==> config.mk <==
export PLATFORM = sky130hd
export DESIGN_NAME = csr_row_builder_flat
export DESIGN_NICKNAME = d
export VERILOG_FILES = /design/src/sv/crb_pkg.sv /design/src/sv/crb_if.sv /design/src/sv/csr_row_builder.sv /design/src/sv/crb_datapath.sv /design/src/sv/crb_ctrl.sv /design/src/flat_wrapper.sv
export SDC_FILE = /design/constraint.sdc
export NUM_CORES = 2
export LEC_CHECK = 0
export BUFFER_PORTS_ARGS = -buffer_cell sky130_fd_sc_hd__buf_4
export CORE_MARGIN = 2
export CORE_UTILIZATION = 50
export DETAILED_ROUTE_END_ITERATION = 6
export PLACE_DENSITY_LB_ADDON = 0.08
export SLEW_MARGIN = 40
export SYNTH_ARGS = -nofsm -noshare
export SYNTH_HDL_FRONTEND = slang
export SYNTH_SLANG_ARGS = --single-unit
==> constraint.sdc <==
create_clock -name i_clk -period 21 [get_ports i_clk]
set_input_delay 0 -clock i_clk [delete_from_list [all_inputs] [get_ports i_clk]]
set_output_delay 0 -clock i_clk [all_outputs]
set_load 0.01 [all_outputs]
==> src/sv/crb_pkg.sv <==
`timescale 1ns / 1ps
// ----------------------------------------------------------------------------
// crb_pkg: shared types and constants of the CSR row builder
// Holds field widths, request and result codes and controller commands.
// ----------------------------------------------------------------------------
package crb_pkg;

    localparam int unsigned NodeCountDefault = 65536;
    localparam int unsigned MaxDegreeDefault = 32;
    localparam int unsigned NodeW            = 16;
    localparam int unsigned WeightW          = 32;
    localparam int unsigned PtrW             = 22;
    localparam int unsigned DegW             = 6;
    localparam logic [PtrW-1:0] TotalCap     = 22'd2097152;

    localparam logic REQ_ADD    = 1'b0;
    localparam logic REQ_FINISH = 1'b1;
    localparam logic KIND_COL   = 1'b0;
    localparam logic KIND_PTR   = 1'b1;

    typedef struct packed {
        logic load;       // capture the input word
        logic scan_step;  // compare one stored entry against dst
        logic upd_wt;     // raise the weight of the matching entry
        logic append;     // store dst as a new entry
        logic set_ovf;    // mark the row as overflowed
        logic sel_init;   // start a selection pass for the next column
        logic sel_step;   // compare one entry during selection
        logic emit_col;   // drive a column word
        logic emit_ptr;   // drive the row pointer word
        logic close_row;  // empty the row and move to the new source
    } t_cmd;

    typedef struct packed {
        logic scan_done;
        logic scan_hit;
        logic sel_done;
        logic row_empty;
        logic row_full;   // the row holds MAX_DEGREE entries
        logic flush_req;  // the captured word needs a flush
        logic add_req;    // the captured word adds an edge
        logic cols_left;  // columns still to emit
    } t_sts;

endpackage

==> src/sv/crb_if.sv <==
`timescale 1ns / 1ps
// ----------------------------------------------------------------------------
// crb_in_if / crb_out_if: valid/ready channels of the CSR row builder
// Input channel carries edge requests, output channel carries CSR words.
// ----------------------------------------------------------------------------
interface crb_in_if import crb_pkg::*; ();
    logic               valid;
    logic               ready;
    logic               req_type;
    logic [NodeW-1:0]   src;
    logic [NodeW-1:0]   dst;
    logic signed [WeightW-1:0] weight;
    modport source (output valid, req_type, src, dst, weight, input ready);
    modport sink   (input valid, req_type, src, dst, weight, output ready);
endinterface

interface crb_out_if import crb_pkg::*; ();
    logic               valid;
    logic               ready;
    logic               kind;
    logic [NodeW-1:0]   column;
    logic signed [WeightW-1:0] entry_weight;
    logic [PtrW-1:0]    row_pointer;
    logic [NodeW-1:0]   run_length;
    logic [NodeW-1:0]   best_node;
    logic [DegW-1:0]    best_degree;
    logic               dropped;
    logic               last;
    modport source (output valid, kind, column, entry_weight, row_pointer, run_length,
                    best_node, best_degree, dropped, last, input ready);
    modport sink   (input valid, kind, column, entry_weight, row_pointer, run_length,
                    best_node, best_degree, dropped, last, output ready);
endinterface

==> src/sv/csr_row_builder.sv <==
`timescale 1ns / 1ps
// ----------------------------------------------------------------------------
// csr_row_builder: top level of the CSR row builder
// Builds CSR words from source-grouped weighted edges.
// ----------------------------------------------------------------------------
// An add edge is captured, decoded, searched one entry per cycle against the row
// (up to MAX_DEGREE entries) and stored. A flush runs a one-entry-per-cycle
// selection pass per column, then emits the row pointer; output stalls hold it.
// One word at a time in flight; a new word is taken only from idle.
// Reset (synchronous, active low) empties the row, sets the source to 1.
module csr_row_builder import crb_pkg::*; #(
    parameter int unsigned NODE_COUNT = NodeCountDefault,
    parameter int unsigned MAX_DEGREE = MaxDegreeDefault
) (
    input  logic       i_clk,
    input  logic       i_rst_n,
    crb_in_if.sink     i_in,
    crb_out_if.source  o_out
);
    t_cmd cmd;
    t_sts sts;

    // sequence accept, flush and add; the datapath reports row status
    crb_ctrl u_ctrl (
        .i_clk       (i_clk),
        .i_rst_n     (i_rst_n),
        .i_in_valid  (i_in.valid),
        .o_in_ready  (i_in.ready),
        .o_out_valid (o_out.valid),
        .i_out_ready (o_out.ready),
        .i_sts       (sts),
        .o_cmd       (cmd)
    );

    crb_datapath #(.NODE_COUNT(NODE_COUNT), .MAX_DEGREE(MAX_DEGREE)) u_dp (
        .i_clk          (i_clk),
        .i_rst_n        (i_rst_n),
        .i_cmd          (cmd),
        .o_sts          (sts),
        .i_req_type     (i_in.req_type),
        .i_src          (i_in.src),
        .i_dst          (i_in.dst),
        .i_weight       (i_in.weight),
        .o_kind         (o_out.kind),
        .o_column       (o_out.column),
        .o_entry_weight (o_out.entry_weight),
        .o_row_pointer  (o_out.row_pointer),
        .o_run_length   (o_out.run_length),
        .o_best_node    (o_out.best_node),
        .o_best_degree  (o_out.best_degree),
        .o_dropped      (o_out.dropped),
        .o_last         (o_out.last)
    );
endmodule

==> src/sv/crb_datapath.sv <==
`timescale 1ns / 1ps
// ----------------------------------------------------------------------------
// crb_datapath: row store, search, selection and CSR word formation
// Scans one entry per cycle; the flush picks the next larger column by a
// one-entry-per-cycle minimum pass over the row.
// ----------------------------------------------------------------------------
module crb_datapath import crb_pkg::*; #(
    parameter int unsigned NODE_COUNT = NodeCountDefault,
    parameter int unsigned MAX_DEGREE = MaxDegreeDefault
) (
    input  logic                      i_clk,
    input  logic                      i_rst_n,
    input  t_cmd                      i_cmd,
    output t_sts                      o_sts,
    input  logic                      i_req_type,
    input  logic [NodeW-1:0]          i_src,
    input  logic [NodeW-1:0]          i_dst,
    input  logic signed [WeightW-1:0] i_weight,
    output logic                      o_kind,
    output logic [NodeW-1:0]          o_column,
    output logic signed [WeightW-1:0] o_entry_weight,
    output logic [PtrW-1:0]           o_row_pointer,
    output logic [NodeW-1:0]          o_run_length,
    output logic [NodeW-1:0]          o_best_node,
    output logic [DegW-1:0]           o_best_degree,
    output logic                      o_dropped,
    output logic                      o_last
);
    localparam int unsigned IdxW = (MAX_DEGREE > 1) ? $clog2(MAX_DEGREE) : 1;
    localparam logic [DegW-1:0] MaxDeg = DegW'(MAX_DEGREE);
    localparam logic [NodeW:0]  NodeLim = (NodeW+1)'(NODE_COUNT);

    logic [NodeW-1:0]          r_node [MAX_DEGREE];
    logic signed [WeightW-1:0] r_wt   [MAX_DEGREE];

    // 17-bit source so a finish may reach NODE_COUNT itself
    logic [NodeW:0]   r_cur, r_new;
    logic             r_req;
    logic [NodeW-1:0] r_dst;
    logic signed [WeightW-1:0] r_win;
    logic [DegW-1:0]  r_fill, r_scan, r_emitted;
    logic [PtrW-1:0]  r_total;
    logic [DegW-1:0]  r_topdeg;
    logic [NodeW-1:0] r_topnode;
    logic             r_ovf, r_hit;
    logic [IdxW-1:0]  r_hit_idx;
    // selection: previous emitted column and current best candidate
    logic [NodeW:0]   r_prev;  // bit NodeW set means nothing emitted yet
    logic [NodeW-1:0] r_cand;
    logic             r_cand_ok;
    logic signed [WeightW-1:0] r_cand_wt;

    logic [IdxW-1:0]  scan_idx;
    logic [NodeW-1:0] scan_node;
    logic             above_prev;
    logic [NodeW:0]   src_clip;
    logic [DegW-1:0]  deg_new;
    logic             deg_wins;

    assign scan_idx  = r_scan[IdxW-1:0];
    assign scan_node = r_node[scan_idx];
    assign above_prev = r_prev[NodeW] || ({1'b0, scan_node} > r_prev);
    assign src_clip  = ({1'b0, i_src} > NodeLim) ? NodeLim : {1'b0, i_src};
    assign deg_new   = r_fill;
    assign deg_wins  = deg_new > r_topdeg;

    always_comb begin
        o_sts.scan_done = (r_scan >= r_fill) || r_hit;
        o_sts.scan_hit  = r_hit;
        o_sts.sel_done  = (r_scan >= r_fill);
        o_sts.row_empty = (r_fill == '0);
        o_sts.row_full  = (r_fill >= MaxDeg);
        o_sts.cols_left = (r_emitted < r_fill);
        o_sts.flush_req = (r_new > r_cur) &&
                          (r_req || (r_new < NodeLim && {1'b0, r_dst} < NodeLim));
        o_sts.add_req   = !r_req && r_new < NodeLim && {1'b0, r_dst} < NodeLim;
    end

    always_ff @(posedge i_clk) begin
        if (!i_rst_n) begin
            r_cur     <= (NodeW+1)'(1);
            r_fill    <= '0;
            r_total   <= '0;
            r_topdeg  <= '0;
            r_topnode <= '0;
            r_ovf     <= 1'b0;
            r_scan    <= '0;
            r_hit     <= 1'b0;
            r_emitted <= '0;
            r_prev    <= {1'b1, {NodeW{1'b0}}};
            r_cand_ok <= 1'b0;
        end else begin
            if (i_cmd.load) begin
                r_req  <= i_req_type;
                r_new  <= i_req_type ? src_clip : {1'b0, i_src};
                r_dst  <= i_dst;
                r_win  <= i_weight;
                r_scan <= '0;
                r_hit  <= 1'b0;
            end
            if (i_cmd.scan_step) begin
                if (scan_node == r_dst) begin
                    r_hit     <= 1'b1;
                    r_hit_idx <= scan_idx;
                end else begin
                    r_scan <= r_scan + 1'b1;
                end
            end
            if (i_cmd.upd_wt) begin
                if (r_wt[r_hit_idx] < r_win) r_wt[r_hit_idx] <= r_win;
            end
            if (i_cmd.append) begin
                r_node[r_fill[IdxW-1:0]] <= r_dst;
                r_wt[r_fill[IdxW-1:0]]   <= r_win;
                r_fill <= r_fill + 1'b1;
                if (r_total < TotalCap) r_total <= r_total + 1'b1;
            end
            if (i_cmd.set_ovf) r_ovf <= 1'b1;
            if (i_cmd.sel_init) begin
                r_scan    <= '0;
                r_cand_ok <= 1'b0;
            end
            if (i_cmd.sel_step) begin
                if (above_prev && (!r_cand_ok || scan_node < r_cand)) begin
                    r_cand    <= scan_node;
                    r_cand_wt <= r_wt[scan_idx];
                    r_cand_ok <= 1'b1;
                end
                r_scan <= r_scan + 1'b1;
            end
            if (i_cmd.emit_col) begin
                r_prev    <= {1'b0, r_cand};
                r_emitted <= r_emitted + 1'b1;
            end
            if (i_cmd.close_row && deg_wins) begin
                r_topdeg  <= deg_new;
                r_topnode <= r_cur[NodeW-1:0];
            end
            if (i_cmd.close_row) begin
                r_fill    <= '0;
                r_ovf     <= 1'b0;
                r_cur     <= r_new;
                r_emitted <= '0;
                r_prev    <= {1'b1, {NodeW{1'b0}}};
                r_scan    <= '0;
                r_hit     <= 1'b0;
            end
        end
    end

    // column fields hold steady while a column word waits for ready
    always_comb begin
        o_kind         = i_cmd.emit_ptr ? KIND_PTR : KIND_COL;
        o_column       = i_cmd.emit_ptr ? '0 : r_cand;
        o_entry_weight = i_cmd.emit_ptr ? '0 : r_cand_wt;
        o_row_pointer  = i_cmd.emit_ptr ? r_total : '0;
        o_run_length   = i_cmd.emit_ptr ? NodeW'(r_new - r_cur) : '0;
        o_best_node    = '0;
        o_best_degree  = '0;
        if (i_cmd.emit_ptr) begin
            o_best_node   = deg_wins ? r_cur[NodeW-1:0] : r_topnode;
            o_best_degree = deg_wins ? deg_new : r_topdeg;
        end
        o_dropped = i_cmd.emit_ptr && r_ovf;
        o_last    = i_cmd.emit_ptr;
    end
endmodule

==> src/sv/crb_ctrl.sv <==
`timescale 1ns / 1ps
// ----------------------------------------------------------------------------
// crb_ctrl: sequencer of the CSR row builder
// Walks accept, flush (select/emit per column, then row pointer) and add.
// ----------------------------------------------------------------------------
module crb_ctrl import crb_pkg::*; (
    input  logic i_clk,
    input  logic i_rst_n,
    input  logic i_in_valid,
    output logic o_in_ready,
    output logic o_out_valid,
    input  logic i_out_ready,
    input  t_sts i_sts,
    output t_cmd o_cmd
);
    typedef enum logic [7:0] {
        S_IDLE  = 8'b0000_0001,
        S_DEC   = 8'b0000_0010,
        S_SINIT = 8'b0000_0100,
        S_SEL   = 8'b0000_1000,
        S_COL   = 8'b0001_0000,
        S_PTR   = 8'b0010_0000,
        S_SCAN  = 8'b0100_0000,
        S_ADD   = 8'b1000_0000
    } t_state;

    t_state r_state, n_state;

    always_ff @(posedge i_clk) begin
        if (!i_rst_n) r_state <= S_IDLE;
        else          r_state <= n_state;
    end

    always_comb begin
        n_state     = r_state;
        o_cmd       = '0;
        o_in_ready  = 1'b0;
        o_out_valid = 1'b0;
        case (r_state)
            S_IDLE: begin
                o_in_ready = 1'b1;
                if (i_in_valid) begin
                    o_cmd.load = 1'b1;
                    n_state    = S_DEC;
                end
            end
            S_DEC: begin
                if (i_sts.flush_req)    n_state = S_SINIT;
                else if (i_sts.add_req) n_state = S_SCAN;
                else                    n_state = S_IDLE;
            end
            S_SINIT: begin
                o_cmd.sel_init = 1'b1;
                n_state = i_sts.cols_left ? S_SEL : S_PTR;
            end
            S_SEL: begin
                if (i_sts.sel_done) n_state = S_COL;
                else                o_cmd.sel_step = 1'b1;
            end
            S_COL: begin
                o_out_valid = 1'b1;
                if (i_out_ready) begin
                    o_cmd.emit_col = 1'b1;
                    n_state = S_SINIT;
                end
            end
            S_PTR: begin
                o_out_valid = 1'b1;
                o_cmd.emit_ptr = 1'b1;
                if (i_out_ready) begin
                    o_cmd.close_row = 1'b1;
                    n_state = i_sts.add_req ? S_SCAN : S_IDLE;
                end
            end
            S_SCAN: begin
                if (i_sts.scan_done) n_state = S_ADD;
                else                 o_cmd.scan_step = 1'b1;
            end
            S_ADD: begin
                if (i_sts.scan_hit)      o_cmd.upd_wt  = 1'b1;
                else if (i_sts.row_full) o_cmd.set_ovf = 1'b1;
                else                     o_cmd.append  = 1'b1;
                n_state = S_IDLE;
            end
            default: n_state = S_IDLE;
        endcase
    end
endmodule
==> src/flat_wrapper.sv <==
// flat-port wrapper written by rule: the top's interface ports become plain ports
module csr_row_builder_flat import crb_pkg::*;
#(
    parameter int unsigned NODE_COUNT = NodeCountDefault,
    parameter int unsigned MAX_DEGREE = MaxDegreeDefault
)
  (i_clk, i_rst_n, i_in_valid, i_in_req_type, i_in_src, i_in_dst, i_in_weight, i_in_ready, o_out_valid, o_out_kind, o_out_column, o_out_entry_weight, o_out_row_pointer, o_out_run_length, o_out_best_node, o_out_best_degree, o_out_dropped, o_out_last, o_out_ready);
  crb_in_if i_in_i ();
  crb_out_if o_out_i ();
  input  logic i_clk;
  input  logic i_rst_n;
  input wire logic [$bits(i_in_i.valid)-1:0] i_in_valid;
  input wire logic [$bits(i_in_i.req_type)-1:0] i_in_req_type;
  input wire logic [$bits(i_in_i.src)-1:0] i_in_src;
  input wire logic [$bits(i_in_i.dst)-1:0] i_in_dst;
  input wire logic [$bits(i_in_i.weight)-1:0] i_in_weight;
  output wire logic [$bits(i_in_i.ready)-1:0] i_in_ready;
  output wire logic [$bits(o_out_i.valid)-1:0] o_out_valid;
  output wire logic [$bits(o_out_i.kind)-1:0] o_out_kind;
  output wire logic [$bits(o_out_i.column)-1:0] o_out_column;
  output wire logic [$bits(o_out_i.entry_weight)-1:0] o_out_entry_weight;
  output wire logic [$bits(o_out_i.row_pointer)-1:0] o_out_row_pointer;
  output wire logic [$bits(o_out_i.run_length)-1:0] o_out_run_length;
  output wire logic [$bits(o_out_i.best_node)-1:0] o_out_best_node;
  output wire logic [$bits(o_out_i.best_degree)-1:0] o_out_best_degree;
  output wire logic [$bits(o_out_i.dropped)-1:0] o_out_dropped;
  output wire logic [$bits(o_out_i.last)-1:0] o_out_last;
  input wire logic [$bits(o_out_i.ready)-1:0] o_out_ready;
  assign i_in_i.valid = i_in_valid;
  assign i_in_i.req_type = i_in_req_type;
  assign i_in_i.src = i_in_src;
  assign i_in_i.dst = i_in_dst;
  assign i_in_i.weight = i_in_weight;
  assign i_in_ready = i_in_i.ready;
  assign o_out_valid = o_out_i.valid;
  assign o_out_kind = o_out_i.kind;
  assign o_out_column = o_out_i.column;
  assign o_out_entry_weight = o_out_i.entry_weight;
  assign o_out_row_pointer = o_out_i.row_pointer;
  assign o_out_run_length = o_out_i.run_length;
  assign o_out_best_node = o_out_i.best_node;
  assign o_out_best_degree = o_out_i.best_degree;
  assign o_out_dropped = o_out_i.dropped;
  assign o_out_last = o_out_i.last;
  assign o_out_i.ready = o_out_ready;
  csr_row_builder #(.NODE_COUNT(NODE_COUNT), .MAX_DEGREE(MAX_DEGREE)) u_core (.i_clk(i_clk), .i_rst_n(i_rst_n), .i_in(i_in_i), .o_out(o_out_i));
endmodule
[Yosys cells after proc, flatten, opt, wreduce, memory -nomap -nowiden]
Memory sizes are Yosys's and may differ from the RTL's. A register that Yosys moved wholly into a read port is not among the register bits.
Cells that the tools add are included.
Word-level totals
  register bits after elaboration: 194
  RAM bits: 1536
  bits of input ports: 69
  output and inout bits: 113
  word-level logic and storage cells: 131
  memories kept: 2
Operators by class
  add/subtract/negate cells: 5
  magnitude comparators: 11
  eq/ne operators: 14
  mux-type cells: 60
  bitwise gates (word level): 1
  reductions and logical operators: 19
Memories
  u_core.u_dp.r_wt: depth 32, width 32, read ports 2, clocked after Yosys merged registers in 2, wr ports 1, line crb_datapath.sv:34  | logic signed [WeightW-1:0] r_wt [MAX_DEGREE];
  u_core.u_dp.r_node: depth 32, width 16, read ports 1, clocked after Yosys merged registers in 1, wr ports 1, line crb_datapath.sv:33  | logic [NodeW-1:0] r_node [MAX_DEGREE];
Operators by type and width (number)
  16-bit 2-to-1 mux: 5
  32-bit 2-to-1 mux: 2
  8-bit one-hot mux with 7 select lines: 1
  6-bit 2-to-1 mux: 8
  8-bit 2-to-1 mux: 6
  32-bit < comparator: 1
  32-bit OR reduction: 1
  1-bit 2-to-1 mux: 29
  22-bit by 1-bit adder with 22-bit output, second input constant: 1
  22-bit < comparator, second input constant: 1
  22-bit 2-to-1 mux: 1
  6-bit by 1-bit adder with 6-bit output, second input constant: 3
  16-bit by 17-bit > comparator with 1-bit output: 1
  16-bit by 17-bit > comparator with 1-bit output, second input constant: 1
  17-bit > comparator: 1
  17-bit < comparator, second input constant: 1
  17-bit 2-to-1 mux: 1
  16-bit equality test: 1
  16-bit < comparator: 1
  16-bit subtractor: 1
  5-bit 2-to-1 mux: 3
  8-bit by 1-bit equality test with 1-bit output, second input constant: 1
  8-bit by 2-bit equality test with 1-bit output, second input constant: 1
  8-bit by 3-bit equality test with 1-bit output, second input constant: 1
  22 further kinds: 37

[Logic depth before layout (Yosys ltp)]
  depth in word-level cells: 9
  mapped depth: 19
  gate-level depth less buffers: 15

[By module]
A second synthesis with hierarchy kept.
Second synthesis, totals
  cells, all modules: 4670
  area total of the unflattened synthesis: 79237.2 µm²
By module, submodules not included
  crb_datapath: times used 1, cells an instance 4598, area an instance 78659.2 µm², sequential area each 51729.6 µm²
  crb_ctrl: times used 1, cells an instance 72, area an instance 578.1 µm², sequential area each 160.2 µm²

[Worst setup path after synthesis]
No wires, ideal clock.
  kind: register to register
  start: register (tool-made name)
  end: memory u_core.u_dp.r_wt[19][0] (enable)
  library setup time: 0.421 ns
  data arrival time: 6.336 ns
  data required time: 20.579 ns
  path slack: 14.243 ns
  stages on the path, launching flop included: 19
  buffers on the path: 4
  clock period less this slack: 6.757 ns
  path through: dfxtp_1 > clkbuf_1 > buf_2 > buf_1 > buf_1 > mux4_2 > mux4_2 > mux2_2 > ha_1 > a21o_1 > a21o_1 > a21oi_1 > o21ai_0 > a221oi_1 > nand3_1 > o21a_1 > xnor2_1 > o32a_1 > nor2_1
RTL lines (line)
  to (decl): crb_datapath.sv:34

==> impl_metrics.toml <==
[clocking]
clk_latency_ns = 0.82
ctsHtreeMaxLevel = 4
cts-root-buf = "clkbuf_16"
numCtsBuffers = 184
clock_sinks = 1765
clkTransAtPathRegs_ns = 0.06
cts_tree = "built"
cts_buffer_depth = 3

[placed_design]
dp.cells = 6288
io_buffers = 181
place_area_mm2 = 0.0832
hpwlAfterDp_um = 121000
place.gp.congestion = 0.816

[timing]
max_freq_mhz = 127
hold_violations = 0
worst_pin_slew_ns = 0.913
final.min_clock_period_ns = 7.85
setup_violations = 0
slew_headroom_pct = 39.2
drv_slew = 0
fin_crit_sh_pct = 37.4
rsz0062_at_grt = "no"
tns_ns = 0
skew_ns = 0.0369

[power]
cellInternalPower_mw = 5.80
pwr_density_cell_mw_per_mm2 = 80.1
power.switching_mw = 1.46
ir_worst_vdd_mv = 0.0705
power_frac_seq_pct = 52.9
clkPwrFrac_pct = 45.5
leakagePower_nw = 28.7
pwr-share-comb_pct = 1.6
swShare_pct = 20.2

[worst_setup_path]
crit_required_ns = 21.43
path_max_fanout = 45
start_kind = "flop"
rr_worst_depth = 18
reg2reg_slack_ns = 13.15
path_class = "flop to flop"
arrival_ns = 8.29
worst_r2r_endpoint = "u_core.u_dp.r_wt[26][2]"
endpoint_kind = "flop"

[global_routing]
use_met1_pct = 36.6
grt_overflow = 0
antenna_found_initial = 4
track_usage_pct = 26.2
use_met2_pct = 43.6
globalRouteMet3Util_pct = 3.41
grt_busiest_layer = "met2"
grt_max_degree = 91
grt_pass1_vias = 42800
grt_first_pass_wirelength_um = 300000

[synth]
synthXorXnorAreaFrac_pct = 0.536
yosysMostFrequentCell = "edfxtp_1"
ys_warn_count = 0
synth_seq_cells = 1765
syn_nets = 4313
synth_area_leaders = "edfxtp_1, mux4_2, dfxtp_1, mux2i_1, ha_1"
yosysTopAreaCellShare_pct = 63.4
synth_ff_type = "edfxtp_1"
synth_compound_area_share_pct = 2.72
synth_async_sr_flop_share_pct = 0
seq_area_frac_synth_pct = 66.2
synth-adder-area-share_pct = 1.65
synth_edf_count = 1654
synth_top_family_by_area = "multiplexers"
postSynthAreaPerCell_um2 = 18.9
yosys.area.top_type = "edfxtp_1"
synth-simple-area-share_pct = 3.90
muxShareOfSynthArea_pct = 23.2
netlist_area_mm2 = 0.0784
synth_top_cells_by_count = "edfxtp_1, mux4_2, nand2_1"
ys_types = 67
synth_cells = 4141

[cells_and_area]
final_layout_size_suffix_gt1_share_pct = 31.1
finish.utilization_pct = 58.1
nFillCells = 11600
postLayoutCellArea_mm2 = 0.0907
antenna_cells = 0
area_growth_pct = 15.7
layout.cells.non_filler = 6767
finalNetCount = 4724

[route]
drtIter0Drc = 4354
firstDrtPassIters = 5
vias = 42400
ant_nets = 0
route.detailed.drc = 0
wl_um = 207000
wl_per_cell_um = 30.6
vias_per_cell = 6.27

[floorplan]
die_y_um = 400
rows = 145
fp.coreArea_mm2 = 0.156
start_util_pct = 50.2
dieArea_mm2 = 0.160
ios = 182
fp.dieW_um = 400

[run]
cap_violations = 0

[min_path]
min_to = "u_core.u_dp.r_win[30]"
hold_depth = 2
hold_path_class = "primary input to flop"
min_from = "i_in_weight[30]"

[outcome]
status = "complete, no violations"
==> per-layer routing <==
layer	wire length [um]	vias up
met2	104000	1504
met3	11700	311
met5	13	-
met1	86200	22600
li1	-	18000
met4	5840	2
==> cell type report <==
class                   instances  area [um^2]  share of cell area [%]
clock buffers                 224         4830                    5.32
flip-flops and latches       1765        51900                    57.3
clock inverters               119         1280                    1.41
well taps                    2058         2570                    2.84
repair buffers                473         4190                    4.62
inverters                     105          394                   0.435
multi-input cells            2023        25500                    28.1
==> what timing repair did <==
item | in CTS | in global routing
endpoints found under the hold margin | 180 | 0
resized for setup | 0 | 0
hold buffers | 134 | 0
buffers inserted | 0 | 0
endpoints found under the setup margin | 0 | 0
==> cell usage in the layout, fill, tap and decap left out, types with 34 or more instances in the layout <==
cell type      synthesis  layout
edfxtp_1            1654    1654
nor2_1               157     109
clkinv_1               0      34
mux2_2                68      68
nand3_1               73      72
dlygate4sd3_1          0     134
clkbuf_1             173      35
dfxtp_1              111     101
inv_1                105     104
a22oi_1               45      45
a21boi_0              39      39
mux4_2               700     700
mux2i_1              163     163
buf_4                  6     299
nand2_1              191     189
clkinv_2               0      35
ha_1                 102     102
nor2_4                 1      49
clkbuf_16              0     186
and2_1                81      80
a21o_1                35      35
a21oi_1               83      82
==> critical path, cell delays in order, from the launching register on <==
cell and delay [ns]:
dfxtp_4 0.49, buf_6 0.58, buf_6 0.56, buf_6 0.58
mux4_2 0.58, mux4_2 0.50, mux2_2 0.28, ha_1 0.28
a21o_1 0.16, a21oi_1 0.12, o21ai_0 0.09, a221o_1 0.35
a31oi_1 0.28, nor3_1 0.15, o21a_1 0.23, xnor2_1 0.24
o21a_1 0.52, nor2_4 0.75, buf_4 0.55
==> cells by family (layout without fill, tap and decap cells) <==
family                     count (synthesis)  count (layout)
DFF                                     1765            1765
muxes                                    931             931
and+or+nand+nor                          633             633
buffers and inverters                    353             921
AOI/OAI and AO/OA                        308             308
adders and majority gates                103             103
xor gates and xnor gates                  48              48
==> power by group through the flow <==
| stage | clock network, mW | registers (mW) | logic (mW) |
|---|---|---|---|
| after floorplan | 0 | 3.94 | 0.0246 |
| after global placement | 0 | 3.92 | 0.0913 |
| after detailed placement | 0 | 3.92 | 0.0975 |
| after CTS | 3.36 | 3.84 | 0.117 |
| after global routing | 3.49 | 3.84 | 0.127 |
| final | 3.30 | 3.84 | 0.116 |
==> how the worst max path moves through the flow <==
stage	from	to	slack, ns	depth (start not counted)
6_report	flop	u_core.u_dp.r_wt[26][2]	13.15	18
5_1_grt	flop	u_core.u_dp.r_wt[26][2]	12.64	18
4_1_cts	flop	u_core.u_dp.r_wt[26][2]	12.47	18
3_5_place_dp	flop	u_core.u_dp.r_wt[26][10]	12.51	18
3_3_place_gp	flop	u_core.u_dp.r_wt[25][0]	12.22	18
2_1_floorplan	flop	u_core.u_dp.r_wt[19][0]	14.24	18
==> flip-flops by register name, indices dropped and copies added, names as in the netlist, 8 cells and up, named ones only <==
name                   cells
u_core.u_dp.r_new         16
u_core.u_dp.r_cand_wt     32
u_core.u_ctrl.r_state      8
u_core.u_dp.r_total       22
u_core.u_dp.r_wt        1024
u_core.u_dp.r_topnode     16
u_core.u_dp.r_dst         16
u_core.u_dp.r_cur         16
u_core.u_dp.r_node       512
u_core.u_dp.r_win         32
u_core.u_dp.r_prev        17
u_core.u_dp.r_cand        16
==> through the flow <==
step                hold WS, ns  worst slack (ns)  power (mW)
floorplan                0.0989             14.24        3.96
global placement          0.179             12.22        4.01
detailed placement        0.179             12.51        4.02
CTS                      0.0196             12.47        7.32
global route             0.0469             12.64        7.46
finish                   0.0728             13.15        7.26
(Power assumes the default switching activity.)
